==> config.mk <==
export PLATFORM = sky130hd
export DESIGN_NAME = box_minus_box_splitter_core
export DESIGN_NICKNAME = d
export VERILOG_FILES = /design/src/hdl/bmb_pkg.sv /design/src/hdl/box_minus_box_splitter_core.sv
export SDC_FILE = /design/constraint.sdc
export NUM_CORES = 2
export LEC_CHECK = 0
export BUFFER_PORTS_ARGS = -buffer_cell sky130_fd_sc_hd__buf_4
export CORE_AREA = 5 5 344 430
export DETAILED_ROUTE_END_ITERATION = 10
export DIE_AREA = 0 0 349 435
export GPL_TIMING_DRIVEN = 0
export HOLD_SLACK_MARGIN = 0.03
export PLACE_DENSITY = 0.7
export SYNTH_ARGS = -nofsm -noshare
export SYNTH_HDL_FRONTEND = slang
export SYNTH_SLANG_ARGS = --single-unit
export TNS_END_PERCENT = 30
==> constraint.sdc <==
create_clock -name clk -period 27.6 [get_ports clk]
set_input_delay 1.38 -clock clk [delete_from_list [all_inputs] [get_ports clk]]
set_output_delay 1.38 -clock clk [all_outputs]
set_load 0.01 [all_outputs]
==> src/hdl/bmb_pkg.sv <==
// ----------------------------------------------------------------------------
// bmb_pkg
// shared constants for the box difference splitter: register map, margin
// width and the encoding of the six slab positions
// ----------------------------------------------------------------------------
package bmb_pkg;

  localparam int MARGIN_W  = 16;
  localparam int PADDR_W   = 3;
  localparam int PDATA_W   = 32;
  localparam int NUM_SLABS = 6;
  localparam int SLAB_IDX_W = 3;

  // register index, taken from paddr[2]
  localparam logic REG_OVERLAP_MARGIN = 1'b0;

  // slab order: x low, x high, y low, y high, z low, z high
  typedef logic [NUM_SLABS-1:0] slab_mask_t;

  localparam slab_mask_t SLAB_FIRST = slab_mask_t'(1);

endpackage

==> src/hdl/box_minus_box_splitter_core.sv <==
// ----------------------------------------------------------------------------
// box_minus_box_splitter_core
// splits box A minus box B into up to six disjoint boxes, one beat each
// ----------------------------------------------------------------------------
// A pair of boxes is taken on every cycle in which in_stall is low. The pair
// passes a capture stage, a compare stage (margin overlap test, intersection,
// slab flags) and a piece emitter, then the output register, which shows the
// pieces. The emitter sends one piece per cycle while out_stall is low and
// keeps a pair until its last piece is loaded into the output register; only
// then does the next pair enter it. Pairs giving one piece each flow at one
// per cycle, and pairs giving more pieces hold back the earlier stages. The
// last piece of a pair carries out_last_piece; when B covers A and the margin
// overlap test passes, a single beat with out_nothing_left and zero corners is sent.
// ----------------------------------------------------------------------------
module box_minus_box_splitter_core #(
  parameter int COORD_BITS = 32
) (
  input  logic                             clk,
  input  logic                             rst_n,
  // configuration
  input  logic                             psel,
  input  logic                             penable,
  input  logic                             pwrite,
  input  logic [bmb_pkg::PADDR_W-1:0]      paddr,
  input  logic [bmb_pkg::PDATA_W-1:0]      pwdata,
  output logic [bmb_pkg::PDATA_W-1:0]      prdata,
  output logic                             pready,
  // input pairs
  input  logic                             in_valid,
  output logic                             in_stall,
  input  logic signed [COORD_BITS-1:0]     in_a_lo_x,
  input  logic signed [COORD_BITS-1:0]     in_a_lo_y,
  input  logic signed [COORD_BITS-1:0]     in_a_lo_z,
  input  logic signed [COORD_BITS-1:0]     in_a_hi_x,
  input  logic signed [COORD_BITS-1:0]     in_a_hi_y,
  input  logic signed [COORD_BITS-1:0]     in_a_hi_z,
  input  logic signed [COORD_BITS-1:0]     in_b_lo_x,
  input  logic signed [COORD_BITS-1:0]     in_b_lo_y,
  input  logic signed [COORD_BITS-1:0]     in_b_lo_z,
  input  logic signed [COORD_BITS-1:0]     in_b_hi_x,
  input  logic signed [COORD_BITS-1:0]     in_b_hi_y,
  input  logic signed [COORD_BITS-1:0]     in_b_hi_z,
  // result pieces
  output logic                             out_valid,
  input  logic                             out_stall,
  output logic signed [COORD_BITS-1:0]     out_piece_lo_x,
  output logic signed [COORD_BITS-1:0]     out_piece_lo_y,
  output logic signed [COORD_BITS-1:0]     out_piece_lo_z,
  output logic signed [COORD_BITS-1:0]     out_piece_hi_x,
  output logic signed [COORD_BITS-1:0]     out_piece_hi_y,
  output logic signed [COORD_BITS-1:0]     out_piece_hi_z,
  output logic                             out_nothing_left,
  output logic                             out_last_piece
);
  import bmb_pkg::*;

  localparam int SUM_W = ((COORD_BITS > MARGIN_W) ? COORD_BITS : MARGIN_W) + 2;

  typedef logic signed [COORD_BITS-1:0] coord_t;
  typedef logic signed [SUM_W-1:0]      sum_t;

  // configuration register
  logic [MARGIN_W-1:0] margin_r;
  logic                cfg_wr;

  assign pready = 1'b1;
  assign cfg_wr = psel && penable && pwrite && (paddr[2] == REG_OVERLAP_MARGIN);
  assign prdata = (paddr[2] == REG_OVERLAP_MARGIN) ? PDATA_W'(margin_r) : '0;

  always_ff @(posedge clk) begin
    if (!rst_n) begin
      margin_r <= '0;
    end else if (cfg_wr) begin
      margin_r <= pwdata[MARGIN_W-1:0];
    end
  end

  // pipeline handshake
  logic sa_v_r, sb_v_r, sc_v_r, out_valid_r;
  logic sa_v_nxt, sb_v_nxt, sc_v_nxt, out_valid_nxt;
  logic a_take, b_take, c_take, out_load, pick_last;

  // capture stage
  coord_t sa_alo_r [3];
  coord_t sa_ahi_r [3];
  coord_t sa_blo_r [3];
  coord_t sa_bhi_r [3];

  // compare stage
  coord_t     sb_alo_r [3];
  coord_t     sb_ahi_r [3];
  coord_t     sb_ilo_r [3];
  coord_t     sb_ihi_r [3];
  slab_mask_t sb_mask_r;
  logic       sb_whole_r, sb_empty_r;

  // emitter stage
  coord_t     sc_alo_r [3];
  coord_t     sc_ahi_r [3];
  coord_t     sc_ilo_r [3];
  coord_t     sc_ihi_r [3];
  slab_mask_t sc_mask_r, sc_mask_nxt;
  logic       sc_whole_r, sc_empty_r;

  assign c_take   = !sc_v_r || (out_load && pick_last);
  assign b_take   = !sb_v_r || c_take;
  assign a_take   = !sa_v_r || b_take;
  assign in_stall = !a_take;
  assign out_load = sc_v_r && (!out_valid_r || !out_stall);

  always_comb begin
    sa_v_nxt = a_take ? in_valid : sa_v_r;
    sb_v_nxt = b_take ? sa_v_r   : sb_v_r;
    sc_v_nxt = c_take ? sb_v_r   : sc_v_r;
    if (out_load) begin
      out_valid_nxt = 1'b1;
    end else if (!out_stall) begin
      out_valid_nxt = 1'b0;
    end else begin
      out_valid_nxt = out_valid_r;
    end
  end

  always_ff @(posedge clk) begin
    if (!rst_n) begin
      sa_v_r      <= 1'b0;
      sb_v_r      <= 1'b0;
      sc_v_r      <= 1'b0;
      out_valid_r <= 1'b0;
    end else begin
      sa_v_r      <= sa_v_nxt;
      sb_v_r      <= sb_v_nxt;
      sc_v_r      <= sc_v_nxt;
      out_valid_r <= out_valid_nxt;
    end
  end

  // capture
  always_ff @(posedge clk) begin
    if (a_take) begin
      sa_alo_r[0] <= in_a_lo_x;
      sa_alo_r[1] <= in_a_lo_y;
      sa_alo_r[2] <= in_a_lo_z;
      sa_ahi_r[0] <= in_a_hi_x;
      sa_ahi_r[1] <= in_a_hi_y;
      sa_ahi_r[2] <= in_a_hi_z;
      sa_blo_r[0] <= in_b_lo_x;
      sa_blo_r[1] <= in_b_lo_y;
      sa_blo_r[2] <= in_b_lo_z;
      sa_bhi_r[0] <= in_b_hi_x;
      sa_bhi_r[1] <= in_b_hi_y;
      sa_bhi_r[2] <= in_b_hi_z;
    end
  end

  // overlap test, intersection and slab flags
  sum_t       margin_ext;
  logic       overlap;
  slab_mask_t slabs;
  slab_mask_t mask_nxt;
  coord_t     ilo_nxt [3];
  coord_t     ihi_nxt [3];

  always_comb begin
    sum_t alo_sum, blo_sum, ahi_ext, bhi_ext;
    margin_ext = sum_t'({1'b0, margin_r});
    overlap    = 1'b1;
    slabs      = '0;
    for (int d = 0; d < 3; d++) begin
      alo_sum = sum_t'(sa_alo_r[d]) + margin_ext;
      blo_sum = sum_t'(sa_blo_r[d]) + margin_ext;
      ahi_ext = sum_t'(sa_ahi_r[d]);
      bhi_ext = sum_t'(sa_bhi_r[d]);
      if ((alo_sum > bhi_ext) || (blo_sum > ahi_ext)) begin
        overlap = 1'b0;
      end
      ilo_nxt[d]     = (sa_alo_r[d] > sa_blo_r[d]) ? sa_alo_r[d] : sa_blo_r[d];
      ihi_nxt[d]     = (sa_ahi_r[d] < sa_bhi_r[d]) ? sa_ahi_r[d] : sa_bhi_r[d];
      slabs[2*d]     = sa_alo_r[d] < sa_blo_r[d];
      slabs[2*d + 1] = sa_ahi_r[d] > sa_bhi_r[d];
    end
    mask_nxt = (overlap && (slabs != '0)) ? slabs : SLAB_FIRST;
  end

  always_ff @(posedge clk) begin
    if (b_take) begin
      sb_alo_r   <= sa_alo_r;
      sb_ahi_r   <= sa_ahi_r;
      sb_ilo_r   <= ilo_nxt;
      sb_ihi_r   <= ihi_nxt;
      sb_mask_r  <= mask_nxt;
      sb_whole_r <= !overlap;
      sb_empty_r <= overlap && (slabs == '0);
    end
  end

  // piece emitter
  logic [SLAB_IDX_W-1:0] pick;
  logic [1:0]            pick_dim;
  slab_mask_t            rest_mask;
  coord_t                plo [3];
  coord_t                phi [3];

  always_comb begin
    pick = '0;
    for (int j = NUM_SLABS - 1; j >= 0; j--) begin
      if (sc_mask_r[j]) begin
        pick = SLAB_IDX_W'(j);
      end
    end
    pick_dim  = pick[2:1];
    rest_mask = sc_mask_r & ~(SLAB_FIRST << pick);
    pick_last = (rest_mask == '0);
    for (int k = 0; k < 3; k++) begin
      if (sc_whole_r) begin
        plo[k] = sc_alo_r[k];
        phi[k] = sc_ahi_r[k];
      end else if (sc_empty_r) begin
        plo[k] = '0;
        phi[k] = '0;
      end else if (2'(k) < pick_dim) begin
        plo[k] = sc_ilo_r[k];
        phi[k] = sc_ihi_r[k];
      end else if (2'(k) == pick_dim) begin
        plo[k] = pick[0] ? sc_ihi_r[k] : sc_alo_r[k];
        phi[k] = pick[0] ? sc_ahi_r[k] : sc_ilo_r[k];
      end else begin
        plo[k] = sc_alo_r[k];
        phi[k] = sc_ahi_r[k];
      end
    end
    if (c_take) begin
      sc_mask_nxt = sb_mask_r;
    end else if (out_load) begin
      sc_mask_nxt = rest_mask;
    end else begin
      sc_mask_nxt = sc_mask_r;
    end
  end

  always_ff @(posedge clk) begin
    sc_mask_r <= sc_mask_nxt;
    if (c_take) begin
      sc_alo_r   <= sb_alo_r;
      sc_ahi_r   <= sb_ahi_r;
      sc_ilo_r   <= sb_ilo_r;
      sc_ihi_r   <= sb_ihi_r;
      sc_whole_r <= sb_whole_r;
      sc_empty_r <= sb_empty_r;
    end
  end

  // output register
  coord_t out_lo_r [3];
  coord_t out_hi_r [3];
  logic   out_nothing_r, out_last_r;

  always_ff @(posedge clk) begin
    if (out_load) begin
      out_lo_r      <= plo;
      out_hi_r      <= phi;
      out_nothing_r <= sc_empty_r;
      out_last_r    <= pick_last;
    end
  end

  assign out_valid        = out_valid_r;
  assign out_piece_lo_x   = out_lo_r[0];
  assign out_piece_lo_y   = out_lo_r[1];
  assign out_piece_lo_z   = out_lo_r[2];
  assign out_piece_hi_x   = out_hi_r[0];
  assign out_piece_hi_y   = out_hi_r[1];
  assign out_piece_hi_z   = out_hi_r[2];
  assign out_nothing_left = out_nothing_r;
  assign out_last_piece   = out_last_r;

endmodule

==> results.cfg <==
[layout]
final_std_cell_area_no_fill_um2 = 76030
filler_cell_count_in_the_final_layout = 11996
finish.net_count = 6404
syn_to_final_growth_pct = 18.72
layout.core_utilization_pct = 52.92
post_route_cells_drive_above_1_share_pct = 17.95
non_filler_cells_final = 7502
seqCellArea_um2 = 41300
multi_input_logic_area_um2 = 20840

[clocking]
cts.root.buffer_cell = clkbuf_16
hold_buffers = 0
htreeDepth = 4
cts_sinks = 1382
clk-insertion-delay-late_ns = 0.79
ctsResizeCount = 0
cts_max_path_buffers = 3
worst_setup_hold_path_clk_slew_ns = 0.06
cts_buffers = 137
cts_tree = yes
cts_setup_buffers = 0

[drt]
first_iter_violations = 4080
post_drt_via_cell_ratio = 5.634
drcViolationCount = 0
totalWireLength_um = 200000
drt_pass1_iterations = 6
num_vias = 42269
routedWlPerCell_um = 26.66
antenna_violating_nets_post_route = 0

[synth]
synthesis.instances = 4693
synth-edff-count = 1362
async_flop_share_pct = 0
seq_cells_post_synth = 1382
netlist.top_cell.by_area = edfxtp_1
yosys-top-cells-count = 1362 x edfxtp_1, 486 x ha_1, 378 x nand2_1
ys_warn_count = 0
netlist_top_cells_area = edfxtp_1 64%, ha_1 9.5%, o21ai_0 2.7%, nand2_1 2.2%, inv_1 2.0%
synth-main-ff-cell = edfxtp_1
synthesis.area_um2 = 64040
synth_largest_type_area_fraction_pct = 63.87
yosysUniqueCellTypes = 83
most_repeated_cell_in_the_gate_level_netlist_after_synthesis = edfxtp_1
post_synth.cell_area_avg_um2 = 13.65
yosysSeqAreaShare_pct = 64.49

[place]
worst_setup_slack_before_clock_tree_synthesis_ns = 19.72
dpl-instance-area_um2 = 71610
place.port_buffers = 618
dp_hpwl_um = 154000
final_weighted_congestion_in_routability_driven_placement = 0.9315
post-place-cells = 7242

[global_routing]
grt_overflow = 0
grt_pass1_wl_um = 285000
number_of_global_route_vias_before_repair = 42449
grt_antenna_before_repair = 21
gr-usage-all-layers_pct = 25.78
pin_count_of_the_biggest_net_entering_global_routing = 128

[sta]
grt_setup_unrepaired = false
hold-worst-slack_ns = 0.3982
final.min_clock_period_ns = 7.938
maxClockFrequency_mhz = 126.0
timing_hold_violations_final = 0
tightestPinTransition_ns = 1.412
min_period_over_period_pct = 28.76
setup_viol = 0
timing.slew.headroom_pct = 5.400
setup_ws_ns = 19.66
setup_tns_ns = 0
fin_worst_skew_ns = 0.03378
report.final.slew_viol_count = 0

[pwr]
vdd.ir_drop.worst_v = 0.00005912
p_leak_nw = 30.59
finalPower_mw = 4.821
power.density_cell_area_nw_per_um2 = 63.42

[status]
status = finished clean

[worst_setup_path]
setup.reg_to_reg.worst_slack_ns = 19.66
critical_path_class = reg2reg
worst-r2r-cell-count = 20
setup.worst_path.start_class = flip-flop
worst_r2r_endpoint = sb_empty_r
cp-end-kind = flip-flop
crit_fanout = 8
rr_startpoint = margin_r[1]
data_required_time_of_the_critical_path_ns = 28.22
worstPathArrival_ns = 8.56

[worst_hold_path]
cell_depth_of_the_worst_min_delay_path = 0
whs_endpoint = sc_ilo_r[47]
timing.hold.worst.class = reg2reg
min_from = sb_ilo_r[47]

[floorplan]
placement_rows = 156
fp.dieArea_um2 = 151800
core_area_um2 = 143700
die_width_um = 349
dieHeight_um = 435
initial_core_util_pct = 44.58
top_level_ports = 655

[run]
timing.max_cap.violations = 0
logic make-up (layout without fill, tap and decap cells):
kind of cell / count (synthesis) / in the layout / synth area share, %
AO/OA/AOI/OAI: 1048 / 1048 / 10.56
XOR/XNOR: 171 / 171 / 2.339
adder cells (fa/ha/maj): 492 / 492 / 9.683
buffers and inverters: 495 / 1380 / 3.062
flip-flops: 1382 / 1382 / 64.49
multiplexers: 189 / 189 / 3.134
other: 2 / 30 / 0.01173
AND/OR/NAND/NOR: 914 / 914 / 6.715
routing by layer:
metal | global-route usage [%] | wire [um]
met2 | 43.78 | 98630
met3 | 5.136 | 15210
met4 | 11.87 | 10100
met5 | 0 | 48
met1 | 31.75 | 76040
cell usage in the layout (no fill, tap or decap), types with 13 or more instances in the layout:
cell,n
a211oi_1,31
a21boi_0,28
a21o_1,55
a21oi_1,222
a22o_1,130
a22oi_1,33
and3_1,35
and4_1,13
buf_2,18
buf_4,640
clkbuf_1,122
clkbuf_16,138
clkinv_1,20
clkinv_2,26
conb_1,17
dfxtp_1,20
diode_2,13
edfxtp_1,1362
ha_1,486
inv_1,343
inv_6,13
mux2_2,92
mux2i_1,97
nand2_1,378
nand3_1,82
nand4_1,92
nor2_1,164
nor2b_1,32
nor3_1,37
nor4_1,17
o211ai_1,14
o21a_1,55
o21ai_0,345
o21bai_1,21
xnor2_1,143
xor2_1,28
critical path, cell delays in order (launching register included):
cell and delay (ns):
dfxtp_1 0.73, inv_1 0.56, fa_1 0.60, nor2b_1 0.19
o31ai_1 0.17, a211oi_1 0.53, o31a_1 0.27, a21oi_1 0.14
o21ai_0 0.79, nand3_1 0.19, xnor2_1 0.18, ha_1 0.30
nand3_1 0.15, nor4_1 1.02, nand2_1 0.18, o21a_1 0.23
o31ai_1 0.15, o2111ai_1 0.54, a2111oi_4 0.52, inv_2 0.12
nor3_2 0.18
where the power goes:
group	internal [mW]	leakage, nW	total [mW]	switching (mW)
Combinational	0.182	14.1	0.406	0.223
Clock	1.03	2.14	1.84	0.814
Sequential	2.47	14.3	2.57	0.101
worst max-delay path by stage:
| stage | start | to | slack [ns] | depth (start not counted) |
|---|---|---|---|---|
| after floorplan | out_stall | sc_mask_r[2] | 13.64 | 4 |
| after global placement | out_stall | sc_mask_r[5] | 8.28 | 5 |
| after detailed placement | margin_r[1] | sb_empty_r | 19.72 | 21 |
| after CTS | margin_r[1] | sb_empty_r | 19.66 | 21 |
| after global routing | margin_r[1] | sb_empty_r | 19.39 | 20 |
| final | margin_r[1] | sb_empty_r | 19.66 | 20 |
layout make-up:
cell class | instances | area share [%]
diodes | 13 | 0.04279
plain buffers | 148 | 0.8689
clock buffers | 160 | 4.664
clock inverters | 86 | 1.094
inverters | 347 | 1.735
multi-input cells | 2831 | 27.41
flip-flops and latches | 1382 | 54.32
well taps | 1896 | 3.120
repair buffers | 639 | 6.741
(Power assumes the default switching activity.)
